===== src/hdl/bdq_pkg.sv =====
`timescale 1ns / 1ps
// ---------------------------------------------------------------------------
// bdq_pkg
// Shared sizes, codes and controller/datapath handshake types for the
// bounded deque.
// ---------------------------------------------------------------------------
package bdq_pkg;

	localparam int DEPTH      = 16;
	localparam int DATA_WIDTH = 32;

	localparam int ADDR_W  = $clog2(DEPTH);
	localparam int COUNT_W = $clog2(DEPTH + 1);
	localparam int EXT_W   = (DATA_WIDTH > 32) ? DATA_WIDTH : 32;

	localparam int OP_W     = 3;
	localparam int WORD_W   = 32;
	localparam int STATUS_W = 2;
	localparam int ECOUNT_W = 5;

	typedef logic [OP_W-1:0]       op_t;
	typedef logic [WORD_W-1:0]     word_t;
	typedef logic [STATUS_W-1:0]   status_t;
	typedef logic [ECOUNT_W-1:0]   ecount_t;
	typedef logic [DATA_WIDTH-1:0] data_t;
	typedef logic [ADDR_W-1:0]     addr_t;
	typedef logic [COUNT_W-1:0]    count_t;

	localparam op_t OP_PUSH_FRONT = 3'd0;
	localparam op_t OP_PUSH_BACK  = 3'd1;
	localparam op_t OP_POP_FRONT  = 3'd2;
	localparam op_t OP_POP_BACK   = 3'd3;
	localparam op_t OP_REVERSE    = 3'd4;

	localparam status_t ST_OK    = 2'd0;
	localparam status_t ST_EMPTY = 2'd1;
	localparam status_t ST_FULL  = 2'd2;

	typedef struct packed {
		logic latch;
		logic exec;
		logic load_rd;
	} ctrl_cmd_t;

	typedef struct packed {
		logic pop_hit;
	} dp_sts_t;

	function automatic data_t word_to_data(input word_t w);
		logic [EXT_W-1:0] e;
		e = EXT_W'(w);
		return e[DATA_WIDTH-1:0];
	endfunction

	function automatic word_t data_to_word(input data_t d);
		logic [EXT_W-1:0] e;
		e = EXT_W'(d);
		return e[WORD_W-1:0];
	endfunction

	function automatic addr_t ring_next(input addr_t i);
		return (i == addr_t'(DEPTH - 1)) ? '0 : addr_t'(i + 1'b1);
	endfunction

	function automatic addr_t ring_prev(input addr_t i);
		return (i == '0) ? addr_t'(DEPTH - 1) : addr_t'(i - 1'b1);
	endfunction

	function automatic addr_t ring_add(input addr_t i, input addr_t k);
		logic [ADDR_W:0] s;
		s = {1'b0, i} + {1'b0, k};
		if (s >= (ADDR_W + 1)'(DEPTH)) begin
			s = s - (ADDR_W + 1)'(DEPTH);
		end
		return s[ADDR_W-1:0];
	endfunction

endpackage


===== src/hdl/bdq_in_if.sv =====
`timescale 1ns / 1ps
// ---------------------------------------------------------------------------
// bdq_in_if
// Operation channel: one word carries an op code and a data value.
// ---------------------------------------------------------------------------
interface bdq_in_if import bdq_pkg::*; ();
	logic  valid;
	logic  ready;
	op_t   op;
	word_t value_in;

	modport source(output valid, output op, output value_in, input ready);
	modport sink(input valid, input op, input value_in, output ready);
endinterface


===== src/hdl/bdq_out_if.sv =====
`timescale 1ns / 1ps
// ---------------------------------------------------------------------------
// bdq_out_if
// Result channel: popped value, status, count and empty flag.
// ---------------------------------------------------------------------------
interface bdq_out_if import bdq_pkg::*; ();
	logic    valid;
	logic    ready;
	word_t   value_out;
	status_t status;
	ecount_t entry_count;
	logic    is_empty;

	modport source(output valid, output value_out, output status,
		output entry_count, output is_empty, input ready);
	modport sink(input valid, input value_out, input status,
		input entry_count, input is_empty, output ready);
endinterface


===== src/hdl/bounded_deque_with_reverse.sv =====
`timescale 1ns / 1ps
// ---------------------------------------------------------------------------
// bounded_deque_with_reverse
// Bounded double-ended queue on a ring of slots with one-step reversal.
// ---------------------------------------------------------------------------
// Usage:
//   req carries one word per operation: op (push front/back, pop front/back,
//   reverse) and value_in. rsp returns exactly one word per operation:
//   value_out (popped word, else zero), status (ok, empty, full),
//   entry_count and is_empty after the operation.
//   One operation is in flight at a time. Pushes, reverse, unused op codes
//   and rejected operations pass through an execute state and then present
//   the result on rsp; a successful pop adds a read state between the two,
//   for the registered read of the slot RAM. req.ready rises again the cycle
//   after the result word is taken.
//   If the receiver holds rsp.ready low, the result word stays on rsp and
//   req.ready stays low until it is taken.
//   Reset empties the queue and restores normal order; slot contents are
//   not cleared, and no slot is read before it is written.
// ---------------------------------------------------------------------------
module bounded_deque_with_reverse import bdq_pkg::*; (
	input  logic      clk,
	input  logic      arst_n,
	bdq_in_if.sink    req,
	bdq_out_if.source rsp
);

	ctrl_cmd_t cmd;
	dp_sts_t   sts;

	bdq_ctrl u_ctrl (
		.clk      (clk),
		.arst_n   (arst_n),
		.in_valid (req.valid),
		.in_ready (req.ready),
		.out_valid(rsp.valid),
		.out_ready(rsp.ready),
		.sts      (sts),
		.cmd      (cmd)
	);

	bdq_dp u_dp (
		.clk        (clk),
		.arst_n     (arst_n),
		.cmd        (cmd),
		.op         (req.op),
		.value_in   (req.value_in),
		.sts        (sts),
		.value_out  (rsp.value_out),
		.status     (rsp.status),
		.entry_count(rsp.entry_count),
		.is_empty   (rsp.is_empty)
	);

endmodule


===== src/hdl/bdq_ram.sv =====
`timescale 1ns / 1ps
// ---------------------------------------------------------------------------
// bdq_ram
// Generic simple dual-port RAM, one write port, one registered read port.
// ---------------------------------------------------------------------------
module bdq_ram #(
	parameter int WIDTH = 32,
	parameter int DEPTH = 16
) (
	input  logic                     clk,
	input  logic                     we,
	input  logic [$clog2(DEPTH)-1:0] waddr,
	input  logic [WIDTH-1:0]         wdata,
	input  logic [$clog2(DEPTH)-1:0] raddr,
	output logic [WIDTH-1:0]         rdata
);

	logic [WIDTH-1:0] mem_q [DEPTH];

	always_ff @(posedge clk) begin
		if (we) begin
			mem_q[waddr] <= wdata;
		end
		rdata <= mem_q[raddr];
	end

endmodule


===== src/hdl/bdq_ctrl.sv =====
`timescale 1ns / 1ps
// ---------------------------------------------------------------------------
// bdq_ctrl
// Sequencer: accept, execute, optional slot read, present result.
// ---------------------------------------------------------------------------
module bdq_ctrl import bdq_pkg::*; (
	input  logic      clk,
	input  logic      arst_n,
	input  logic      in_valid,
	output logic      in_ready,
	output logic      out_valid,
	input  logic      out_ready,
	input  dp_sts_t   sts,
	output ctrl_cmd_t cmd
);

	localparam logic [1:0] S_IDLE = 2'd0;
	localparam logic [1:0] S_EXEC = 2'd1;
	localparam logic [1:0] S_READ = 2'd2;
	localparam logic [1:0] S_OUT  = 2'd3;

	logic [1:0] state_q;
	logic [1:0] state_d;

	always_comb begin
		state_d     = state_q;
		in_ready    = 1'b0;
		out_valid   = 1'b0;
		cmd         = '0;
		unique case (state_q)
			S_IDLE: begin
				in_ready = 1'b1;
				if (in_valid) begin
					cmd.latch = 1'b1;
					state_d   = S_EXEC;
				end
			end
			S_EXEC: begin
				cmd.exec = 1'b1;
				state_d  = sts.pop_hit ? S_READ : S_OUT;
			end
			S_READ: begin
				cmd.load_rd = 1'b1;
				state_d     = S_OUT;
			end
			S_OUT: begin
				out_valid = 1'b1;
				if (out_ready) begin
					state_d = S_IDLE;
				end
			end
			default: state_d = S_IDLE;
		endcase
	end

	always_ff @(posedge clk or negedge arst_n) begin
		if (!arst_n) begin
			state_q <= S_IDLE;
		end else begin
			state_q <= state_d;
		end
	end

endmodule


===== src/hdl/bdq_dp.sv =====
`timescale 1ns / 1ps
// ---------------------------------------------------------------------------
// bdq_dp
// Datapath: ring pointers, direction flag, slot RAM and result registers.
// ---------------------------------------------------------------------------
module bdq_dp import bdq_pkg::*; (
	input  logic      clk,
	input  logic      arst_n,
	input  ctrl_cmd_t cmd,
	input  op_t       op,
	input  word_t     value_in,
	output dp_sts_t   sts,
	output word_t     value_out,
	output status_t   status,
	output ecount_t   entry_count,
	output logic      is_empty
);

	op_t     op_q;
	data_t   data_q;
	addr_t   front_q;
	count_t  count_q;
	logic    rev_q;
	word_t   value_out_q;
	status_t status_q;
	count_t  res_count_q;

	logic    is_push;
	logic    is_pop;
	logic    full;
	logic    empty;
	logic    low_end;
	logic    push_ok;
	addr_t   high_addr;
	addr_t   wr_addr;
	addr_t   rd_addr;
	addr_t   front_d;
	count_t  count_d;
	status_t status_d;
	data_t   rd_data;

	always_comb begin
		is_push   = (op_q == OP_PUSH_FRONT) || (op_q == OP_PUSH_BACK);
		is_pop    = (op_q == OP_POP_FRONT) || (op_q == OP_POP_BACK);
		full      = (count_q == count_t'(DEPTH));
		empty     = (count_q == '0);
		low_end   = is_push ? ((op_q == OP_PUSH_FRONT) ^ rev_q)
		                    : ((op_q == OP_POP_FRONT) ^ rev_q);
		push_ok   = is_push && !full;
		sts.pop_hit = is_pop && !empty;
		// push at high end writes at front+count, pop reads front+count-1
		high_addr = ring_add(front_q,
			is_push ? addr_t'(count_q) : addr_t'(count_q - 1'b1));
		wr_addr   = low_end ? ring_prev(front_q) : high_addr;
		rd_addr   = low_end ? front_q : high_addr;
		front_d   = front_q;
		count_d   = count_q;
		status_d  = ST_OK;
		if (is_push) begin
			if (full) begin
				status_d = ST_FULL;
			end else begin
				count_d = count_q + 1'b1;
				if (low_end) begin
					front_d = ring_prev(front_q);
				end
			end
		end else if (is_pop) begin
			if (empty) begin
				status_d = ST_EMPTY;
			end else begin
				count_d = count_q - 1'b1;
				if (low_end) begin
					front_d = ring_next(front_q);
				end
			end
		end
	end

	bdq_ram #(
		.WIDTH(DATA_WIDTH),
		.DEPTH(DEPTH)
	) u_slots (
		.clk  (clk),
		.we   (cmd.exec && push_ok),
		.waddr(wr_addr),
		.wdata(data_q),
		.raddr(rd_addr),
		.rdata(rd_data)
	);

	always_ff @(posedge clk or negedge arst_n) begin
		if (!arst_n) begin
			front_q <= '0;
			count_q <= '0;
			rev_q   <= 1'b0;
		end else if (cmd.exec) begin
			front_q <= front_d;
			count_q <= count_d;
			if (op_q == OP_REVERSE) begin
				rev_q <= ~rev_q;
			end
		end
	end

	always_ff @(posedge clk) begin
		if (cmd.latch) begin
			op_q   <= op;
			data_q <= word_to_data(value_in);
		end
		if (cmd.exec) begin
			value_out_q <= '0;
			status_q    <= status_d;
			res_count_q <= count_d;
		end else if (cmd.load_rd) begin
			value_out_q <= data_to_word(rd_data);
		end
	end

	assign value_out   = value_out_q;
	assign status      = status_q;
	assign entry_count = ecount_t'(res_count_q);
	assign is_empty    = (res_count_q == '0);

endmodule


===== src/flat_wrapper.sv =====
// flat-port wrapper written by rule: the top's interface ports become plain ports
module bounded_deque_with_reverse_flat import bdq_pkg::*;
  (clk, arst_n, req_valid, req_op, req_value_in, req_ready, rsp_valid, rsp_value_out, rsp_status, rsp_entry_count, rsp_is_empty, rsp_ready);
  bdq_in_if req_i ();
  bdq_out_if rsp_i ();
  input  logic clk;
  input  logic arst_n;
  input wire logic [$bits(req_i.valid)-1:0] req_valid;
  input wire logic [$bits(req_i.op)-1:0] req_op;
  input wire logic [$bits(req_i.value_in)-1:0] req_value_in;
  output wire logic [$bits(req_i.ready)-1:0] req_ready;
  output wire logic [$bits(rsp_i.valid)-1:0] rsp_valid;
  output wire logic [$bits(rsp_i.value_out)-1:0] rsp_value_out;
  output wire logic [$bits(rsp_i.status)-1:0] rsp_status;
  output wire logic [$bits(rsp_i.entry_count)-1:0] rsp_entry_count;
  output wire logic [$bits(rsp_i.is_empty)-1:0] rsp_is_empty;
  input wire logic [$bits(rsp_i.ready)-1:0] rsp_ready;
  assign req_i.valid = req_valid;
  assign req_i.op = req_op;
  assign req_i.value_in = req_value_in;
  assign req_ready = req_i.ready;
  assign rsp_valid = rsp_i.valid;
  assign rsp_value_out = rsp_i.value_out;
  assign rsp_status = rsp_i.status;
  assign rsp_entry_count = rsp_i.entry_count;
  assign rsp_is_empty = rsp_i.is_empty;
  assign rsp_i.ready = rsp_ready;
  bounded_deque_with_reverse u_core (.clk(clk), .arst_n(arst_n), .req(req_i), .rsp(rsp_i));
endmodule

===== config.mk =====
export PLATFORM = sky130hd
export DESIGN_NAME = bounded_deque_with_reverse_flat
export DESIGN_NICKNAME = d
export VERILOG_FILES = /design/src/hdl/bdq_pkg.sv /design/src/hdl/bdq_in_if.sv /design/src/hdl/bdq_out_if.sv /design/src/hdl/bounded_deque_with_reverse.sv /design/src/hdl/bdq_ram.sv /design/src/hdl/bdq_ctrl.sv /design/src/hdl/bdq_dp.sv /design/src/flat_wrapper.sv
export SDC_FILE = /design/constraint.sdc
export NUM_CORES = 1
export LEC_CHECK = 0
export BUFFER_PORTS_ARGS = -buffer_cell sky130_fd_sc_hd__buf_2
export CAP_MARGIN = 20
export CORE_MARGIN = 2
export CORE_UTILIZATION = 53
export CTS_BUF_LIST = sky130_fd_sc_hd__clkbuf_4 sky130_fd_sc_hd__clkbuf_8 sky130_fd_sc_hd__clkbuf_16
export CTS_CLUSTER_SIZE = 12
export DETAILED_ROUTE_END_ITERATION = 10
export PLACE_DENSITY = 0.75
export SYNTH_ARGS = -nofsm -noshare
export SYNTH_HDL_FRONTEND = slang
export SYNTH_SLANG_ARGS = --single-unit

===== constraint.sdc =====
create_clock -name clk -period 6.7 [get_ports clk]
set_clock_uncertainty 0.2 [all_clocks]
set_input_delay 0.335 -clock clk [delete_from_list [all_inputs] [get_ports clk]]
set_output_delay 0.335 -clock clk [all_outputs]
set_load 0.01 [all_outputs]

==> results.toml <==
[logic_synthesis]
synth_seq_area_share = 0.764
ys_ff_latch = 630
synth_cell_types = 46
syn_nets = 1186
netlist_area_um2 = 23800
ys.flop_type = "edfxtp_1"
synth_most_common_cell = "edfxtp_1"
syn_avg_cell_area_um2 = 21.0
synth_area_leaders = "edfxtp_1, mux4_2, mux2i_1"
synth_top_cell_by_area = "edfxtp_1"
synth_top_area_share = 0.698
synthArstFlopShare = 0.0190
netlist_instances = 1134
synth_edf_count = 554
yosysWarnings = 0
yosys-top-cells-count = "edfxtp_1, mux2i_1, mux4_2"

[power]
power.share.combinational = 0.434
power_density_nw_per_um2 = 545
p_sw_frac = 0.341
pwr-share-seq = 0.345
vdd_drop_max_mv = 0.727
p_leak_nw = 9.54
clock_power_share = 0.221
p_int_w = 0.00990
net-switching-power_w = 0.00512

[cts]
post-cts-setup-buffers = 0
cts.reportedPaths.clkPinSlew_ps = 60
cts_hold_buf = 39
tritoncts = "yes"
clk_latency_ps = 620
h-tree-depth = 2
clock_path_buffers = 3
cts.sinks = 630
cts_buffers = 61
clockRootBuffer = "clkbuf_16"
cts_resized = 0

[hold_path]
hp-start = "req_valid"
min_path_type = "primary input to register"
hold_end = "u_core.u_ctrl.state_q[0]"
whs_path_depth = 4

[drt]
drt-vias-per-instance = 5.79
wire_per_inst_um = 23.3
ant_nets = 0
drc = 0
drt_iter0_drc = 983
num_vias = 11200
first_pass_iters = 5
wl_um = 45100

[timing]
setup_viol = 0
max_slew_margin = 0.250
maxSlewViolCount = 0
rsz0062_at_grt = "no"
setup_tns_ps = 0
post-route-period-util = 0.711
worst_slack_ps = 1930
finalHoldViolations = 0
period_needed_ps = 4770
worst_pin_slew_ps = 1130
fmax_ghz = 0.210

[run]
drv_cap = 0

[floorplanning]
core-area_um2 = 44300
die_h_um = 216
num_rows = 77
pin_count = 81
initial_core_util = 0.538
dieArea_um2 = 46700
chipWidth_um = 216

[worst_setup_path]
r2r_cells = 10
cp.required_ps = 6730
critical-path-max-stage-delay_ps = 950
worstPathArrival_ps = 4800
critical_path_buf_inv_count = 1
worstReg2RegEnd = "u_core.u_dp.u_slots.mem_q[2][19]"
reg2reg_slack_ps = 1930
cp_common_cell = "nor2_1"
cp_top_family = "simple AND/OR/NAND/NOR gates"
cp_max_fo = 32
worstSetupPathType = "register to register"
r2r_start = "u_core.u_dp.op_q[2]"
start_kind = "register"
crit_chain = "nor2_1, xnor2_1, ha_1, inv_1, fa_1, xor2_1, nor2_1, a21oi_1, o211ai_1, nor2_4"
cpMaxStageDelayCell = "nor2_4"
cp-end-kind = "register"

[grt]
grt_pass1_vias = 11500
overflow = 0
grt_pass1_wl_um = 68500
antenna_found_initial = 0
grt_use_total = 0.196
grt_max_degree = 107

[placed_design]
place_hpwl_um = 25300
place_congestion = 0.830
placement.io_buffers = 80
place_ws_ps = 1960
dpl.cell_count = 1780

[cells_and_area]
antenna_cells = 0
final_nets = 1344
regArea_um2 = 18200
syn_to_final_growth_pct = 15.7
fill_cells = 3024
finalNonFillerCells = 1932
multi_input_area_um2 = 5450
drive_above_1_share = 0.283

[outcome]
run_status = "finished, final reports clean"
-- cell type report --
class                      count  share of cell area
sequential                   630               0.661
clock buffer                 104              0.0684
clock inverter                 7             0.00349
timing repair buffer         151              0.0410
tap                          592              0.0269
multi-input combinational    435               0.198
inverter                      13             0.00177
-- state kept, by name, indices dropped and copies added, names as in the netlist, 3 cells and up --
name,count
u_core.u_dp.u_slots.mem_q,512
u_core.u_dp.data_q,32
u_core.u_dp.u_slots.rdata,32
u_core.u_dp.value_out,32
u_core.u_dp.count_q,5
u_core.u_dp.entry_count,5
u_core.u_dp.front_q,4
u_core.u_dp.op_q,3
-- cell families (layout without fill, tap and decap cells) --
| kind of cell | count (synthesis) | after routing | share of synthesized area |
|---|---|---|---|
| flip-flops | 630 | 630 | 0.764 |
| multiplexers | 262 | 262 | 0.177 |
| AND/OR/NAND/NOR | 100 | 100 | 0.0192 |
| buffers and inverters | 69 | 275 | 0.0136 |
| AO/OA/AOI/OAI | 49 | 49 | 0.0127 |
| adder cells (fa/ha/maj) | 13 | 13 | 0.00714 |
| XOR/XNOR | 11 | 11 | 0.00572 |
-- worst reg2reg max path: stages, from the launching register on --
cell      delay [ps]
edfxtp_1         530
nor2_1           550
xnor2_1          220
ha_1             220
inv_1             70
fa_1             400
xor2_1           160
nor2_1           100
a21oi_1          500
o211ai_1         480
nor2_4           950
-- cells in the final DEF, fill, tap and decap left out, types with 5 or more instances in the layout --
| cell type | Yosys | routed |
|---|---|---|
| edfxtp_1 | 554 | 554 |
| mux2i_1 | 131 | 129 |
| mux4_2 | 128 | 128 |
| buf_2 | 14 | 80 |
| dfxtp_1 | 64 | 64 |
| clkbuf_16 | 0 | 61 |
| nor2_1 | 51 | 43 |
| dlygate4sd3_1 | 0 | 39 |
| clkbuf_4 | 0 | 37 |
| buf_4 | 7 | 24 |
| a21oi_1 | 15 | 14 |
| inv_1 | 13 | 13 |
| nand2_1 | 12 | 12 |
| dfrtp_1 | 12 | 12 |
| o21ai_0 | 11 | 11 |
| ha_1 | 12 | 10 |
| nor2_4 | 1 | 9 |
| nor3_2 | 1 | 9 |
| buf_12 | 0 | 8 |
| xnor2_1 | 7 | 7 |
| nand3_1 | 6 | 6 |
| clkbuf_8 | 0 | 6 |
| a221oi_1 | 5 | 5 |
-- metrics by stage --
stage	hold slack [ps]	total power, W	util	cell area (um^2)
6_report	57.7	0.0150	0.622	27600
5_1_grt	98.9	0.0158	0.622	27600
4_1_cts	28.7	0.0152	0.621	27500
3_5_place_dp	34.1	0.0118	0.568	25200
3_3_place_gp	28.9	0.0117	0.566	25100
2_1_floorplan	-161	0.0101	-	23800
-- per-layer routing --
metal	vias up	wire [um]	GRT usage
met1	5851	19300	0.270
li1	4919	-	-
met5	-	0	0
met4	0	1190	0.0653
met3	84	2330	0.0302
met2	333	22300	0.323
-- power groups by stage --
stage          clock, W  sequential (W)  combinational [W]
4_1_cts         0.00339         0.00519            0.00660
5_1_grt         0.00351         0.00524            0.00702
3_3_place_gp          0         0.00524            0.00643
3_5_place_dp          0         0.00526            0.00653
6_report        0.00332         0.00518            0.00651
2_1_floorplan         0         0.00515            0.00498
-- worst max path at each step --
stage	endpoint	cells after the start	slack, ps	start
floorplan	u_core.u_dp.u_slots.mem_q[11][0]	11	1300	u_core.u_dp.op_q[2]
global placement	u_core.u_dp.u_slots.mem_q[3][14]	10	2180	u_core.u_dp.op_q[2]
detailed placement	u_core.u_dp.u_slots.mem_q[2][14]	10	1960	u_core.u_dp.op_q[2]
CTS	u_core.u_dp.u_slots.mem_q[3][1]	10	1960	u_core.u_dp.op_q[2]
global route	u_core.u_dp.u_slots.mem_q[0][8]	10	1640	u_core.u_dp.op_q[2]
finish	u_core.u_dp.u_slots.mem_q[2][19]	10	1930	u_core.u_dp.op_q[2]
(Power assumes the default switching activity.)
